$ cat config.mk
export PLATFORM = sky130hd
export DESIGN_NAME = bblc_store
export DESIGN_NICKNAME = d
export VERILOG_FILES = /design/src/sv/bblc_pkg.sv /design/src/sv/bblc_store.sv
export SDC_FILE = /design/constraint.sdc
export NUM_CORES = 2
export LEC_CHECK = 0
export BUFFER_PORTS_ARGS = -buffer_cell sky130_fd_sc_hd__buf_2
export CAP_MARGIN = 20
export CORE_MARGIN = 4
export CORE_UTILIZATION = 55
export DETAILED_ROUTE_END_ITERATION = 6
export PLACE_DENSITY = 0.71
export SYNTH_ARGS = -nofsm -noshare
export SYNTH_HDL_FRONTEND = slang
export SYNTH_SLANG_ARGS = --single-unit
export TNS_END_PERCENT = 100
$ cat constraint.sdc
create_clock -name clk -period 5.7 [get_ports clk]
set_input_delay 0.285 -clock clk [delete_from_list [all_inputs] [get_ports clk]]
set_output_delay 0.285 -clock clk [all_outputs]
set_load 0.01 [all_outputs]
$ cat src/sv/bblc_pkg.sv
// ----------------------------------------------------------------------------
// bblc_pkg
// Types and constants shared by the byte budget lru cache modules.
// ----------------------------------------------------------------------------
package bblc_pkg;

	localparam int ENTRIES_DEF = 32;

	typedef logic [2:0] status_t;

	localparam status_t ST_STORED  = 3'd0;
	localparam status_t ST_UPDATED = 3'd1;
	localparam status_t ST_IGNORED = 3'd2;
	localparam status_t ST_TOO_BIG = 3'd3;
	localparam status_t ST_HIT     = 3'd4;
	localparam status_t ST_MISS    = 3'd5;
	localparam status_t ST_EVICTED = 3'd6;

	localparam logic KIND_LOOKUP = 1'b0;

	typedef struct packed {
		logic        kind;
		logic [31:0] key;
		logic [31:0] data_handle;
		logic [31:0] data_size;
	} req_t;

	typedef struct packed {
		status_t     status;
		logic [31:0] key_out;
		logic [31:0] handle_out;
		logic [31:0] size_out;
		logic [31:0] used_bytes;
		logic        last;
	} rsp_t;

	typedef struct packed {
		logic [31:0] handle;
		logic [31:0] bytes;
	} slot_data_t;

endpackage

$ cat src/sv/bblc_store.sv
// ----------------------------------------------------------------------------
// bblc_store
// Handle and byte size store, one write port and one registered read port.
// ----------------------------------------------------------------------------
module bblc_store import bblc_pkg::*; #(
	parameter int ENTRIES = ENTRIES_DEF,
	parameter int AW      = $clog2(ENTRIES)
) (
	input  logic              clk,
	input  logic              wr_en,
	input  logic [AW-1:0]     wr_addr,
	input  slot_data_t        wr_data,
	input  logic [AW-1:0]     rd_addr,
	output slot_data_t        rd_data
);

	slot_data_t mem_q [ENTRIES];

	always_ff @(posedge clk) begin
		if (wr_en) begin
			mem_q[wr_addr] <= wr_data;
		end
	end

	always_ff @(posedge clk) begin
		rd_data <= mem_q[rd_addr];
	end

endmodule

-- Word-level counts from Yosys, hierarchy flattened
Memories as Yosys holds them, arrays and structs flattened. A register that Yosys moved wholly into a read port is not among the register bits.
Cells that the tools add are included.
W data, S select, Z words.
- input port bits: 76
- memories kept: 1
- RAM bits: 2048
- word-level logic and storage cells: 3
- output and inout bits: 64
- register bits: 0
- mux-type cells: 2
- memory list (name ; words ; width ; rd ports ; clocked after memory_dff ; write ports ; line ; text):
    mem_q ; 32 ; 64 ; 1 ; 1 ; 1 ; bblc_store.sv:17 ; slot_data_t mem_q [ENTRIES];
- operator list (kind ; number):
    $mux W1 ; 2

-- Longest topological paths before layout
- depth after elaboration: 2
- mapped depth: 9
- depth with buffers taken out: 4

-- Worst setup path before layout
Ideal clock, no wire load.
- path kind: input-to-reg
- start: in wr_addr[1]
- end: mem mem_q[12][0] in the netlist's numbering (enable)
- stages on the path: 3
- required time: 5214 ps
- setup slack: 1593 ps
- setup time: 486 ps
- data arrival time: 3621 ps
- buffers on the path: 1
- path through: or3b_2 clkbuf_1 nor2_1
- RTL lines (item ; line ; text):
    start: declaration ; bblc_store.sv:11 ; input logic [AW-1:0] wr_addr,
    end: declaration ; bblc_store.sv:17 ;
Straight into the memory's write port.

-- Worst setup path in the final report
- start: in wr_addr[0]
- end: mem mem_q[22][19] in the netlist's numbering (enable)
Straight into the memory's write port.

==> impl_results.md <==
* Slew headroom at 25.9%
* DR WL/cell at 32.7 um
* Routed WL at 180000 um
* Gr ovfl total at 0
* Largest net degree at the start of global routing at 99
* Worst Setup End Kind: flip-flop
* Pwr Density at 359 mW/mm2
* Compound-Gate Fraction of Synth Area at 0.466%
* CTS Buffer Depth at 3
* Status: finished, final reports clean
* Seq/Total Area, Yosys at 79.5%
* Max FO, Critical Path at 22
* Die area at 0.150 mm2
* R2R Path Start: mem_q[21][22]
* Total CTS buffers at 199
* Number of DRC markers in iteration 0 at 5265
* Register area at 0.0628 mm2
* Flops & latches, synth at 2112
* Hold crit path type: in2reg
* 1st-pass router iterations at 7
* First-pass GRT wire length at 262000 um
* Worst-margin pin slew at 1.11 ns
* Die width at 387 um
* Leakage at 28.2 nW
* Post-synth cell types at 31
* Post-synth EDFFs at 2048
* TNS Setup at 0 ns
* Vias in the first global route at 36948
* Tmin final at 2.30 ns
* Hold wc startpoint: rd_addr[3]
* Vias per cell at 6.45
* Starting Density at 55.6%
* Setup Viol. Count Final at 0
* Row count at 138
* CTS tree: built
* Simple-gate portion of the synthesized area at 0.379%
* CP arrival at 2.72 ns
* Reg2Reg Depth at 3
* Die Height at 387 um
* Clock-pin slew on the worst setup and hold paths at 0.06 ns
* Fraction of synthesized area in multiplexers at 18.7%
* Cts repair resizes at 0
* Post-DP Area at 0.0825 mm2
* Reg2reg end: rd_data[22]
* Clock skew at 0.0357 ns
* WHS Endpoint: rd_data[60]
* Cell area after layout at 0.0900 mm2
* Worst skew pair latency at 0.82 ns
* RSZ-0062 raised after global routing: no
* Area delta synth->final at 13.9%
* Post-DP HPWL at 88100 um
* Synth Cell Area at 0.0790 mm2
* Post-Syn Area per Cell at 25.5 um2
* Final hold viol count at 0
* CP required at 6.13 ns
* Worst Hold Path Cells at 2
* GPL Wtd Cong at 0.748
* Area occupied by multi-input gates at 0.0157 mm2
* Clock Root Buffer: clkbuf_16
* Post-route DRC at 0
* GRT Total Usage at 24.3%
* Slew Viols, Final at 0
* Post-synthesis cell count at 3097
* Fillers at 8966
* Antenna violations before repair at 9
* IO buf count at 139
* NumNets Final at 3501
* Peak supply drop at 0.295 mV
* I/O pins at 140
* Total power at 32.3 mW
* Placeable Area at 0.142 mm2
* Syn Nets at 3173
* DRT antenna net count at 0
* Fmax at 436 MHz
* Max cap viols at 0
* Fraction of registers with async set/reset at 0%
* Synth warnings at 0
* Post-synthesis xor/xnor area fraction at 0%
* R2R setup slack at 3.86 ns
* Largest family of logic cells by synthesized area: multiplexers
* Fin crit share at 40.3%
* Worst Setup Path Type: in2reg
* DR vias at 35472
* Synth Flop Type: edfxtp_1
* CTS Sinks at 2112
* Layout cells sized above 1 at 34.0%
* Postcts setup bufs at 0
* CP startpoint kind: primary input
* Adder-cell area share of the yosys netlist at 0%
* H-tree levels at 4
Yosys cell counts, types with 5 or more instances:
| cell type | instances | area [um2] |
|---|---|---|
| clkbuf_1 | 55 | 206 |
| mux2_2 | 74 | 833 |
| a221oi_1 | 12 | 105 |
| o22ai_1 | 10 | 62.6 |
| buf_4 | 14 | 105 |
| nor2_1 | 41 | 154 |
| dfxtp_1 | 64 | 1280 |
| mux4_2 | 602 | 13600 |
| buf_1 | 19 | 71.3 |
| o21ai_0 | 9 | 45.0 |
| nand3b_1 | 5 | 37.5 |
| mux2i_1 | 38 | 380 |
| edfxtp_1 | 2048 | 61500 |
| buf_2 | 65 | 325 |
cell type report:
cell class / count / area share [%]
Clock buffer: 275 / 6.16
Tap cell: 1890 / 2.63
Multi-Input combinational cell: 828 / 17.4
Antenna cell: 5 / 0.0139
Timing Repair Buffer: 283 / 2.66
Clock inverter: 105 / 1.33
Inverter: 1 / 0.00417
Sequential cell: 2112 / 69.8
state kept, by name, indices dropped and copies added (netlist names):
name / count
mem_q: 2048
rd_data: 64
repair_timing:
item,CTS,global route
hold endpoints to repair,2050,0
hold buffers,65,0
setup endpoints to repair,0,0
how the worst max path moves through the flow:
stage | start | to | slack, ns | cells after the start
final | wr_addr[0] | mem_q[22][19] | 3.40 | 4
after global routing | rd_addr[0] | rd_data[15] | 3.32 | 5
after CTS | wr_addr[0] | mem_q[22][19] | 3.40 | 4
after detailed placement | wr_addr[0] | mem_q[22][53] | 2.58 | 4
after global placement | wr_addr[0] | mem_q[18][50] | 2.51 | 4
after floorplan | wr_addr[1] | mem_q[12][0] | 1.59 | 3
per-stage QoR:
step	std cells	hold slack (ns)	utilization, %	setup WS, ns
6_report	5499	0.0973	63.3	3.40
5_1_grt	5494	0.0838	63.3	3.32
4_1_cts	5493	0.0506	63.3	3.40
3_5_place_dp	5048	0.685	58.1	2.58
3_3_place_gp	5046	0.686	58.1	2.51
2_1_floorplan	3097	0.384	-	1.59
logic make-up (layout without fill, tap and decap cells):
group / count (synthesis) / in the layout
buf+inv: 157 / 664
flops: 2112 / 2112
other cells: 0 / 5
simple gates: 64 / 64
mux: 714 / 714
compound gates: 50 / 50
power by group:
| part | internal (mW) | switching, mW |
|---|---|---|
| Sequential | 17.3 | 0.0849 |
| Combinational | 0.676 | 0.844 |
| Clock | 7.82 | 5.64 |
| Total | 25.8 | 6.57 |
metal layers:
layer | wire [um] | GRT usage [%]
met1 | 70900 | 35.7
met2 | 87800 | 38.2
met4 | 3820 | 6.00
met5 | 8 | 0
met3 | 17500 | 5.06
critical path, stage by stage:
cell	delay, ns
buf_2	0.12
nand3b_1	0.67
nor2_4	1.04
buf_4	0.57
cell usage in the layout, fill, tap and decap left out, types with 5 or more instances in the layout:
cell,instances
clkbuf_8,21
buf_4,47
diode_2,5
mux4_2,602
a221oi_1,12
bufinv_16,22
nor2_1,9
clkinv_2,34
mux2_2,74
clkinv_8,5
mux2i_1,38
nand3b_1,5
buf_12,30
clkbuf_1,52
o22ai_1,10
o21ai_0,9
nor2_4,32
dfxtp_1,64
clkbuf_16,202
buf_2,134
dlygate4sd3_1,65
edfxtp_1,2048
clkinv_1,31
(Power assumes the default switching activity.)
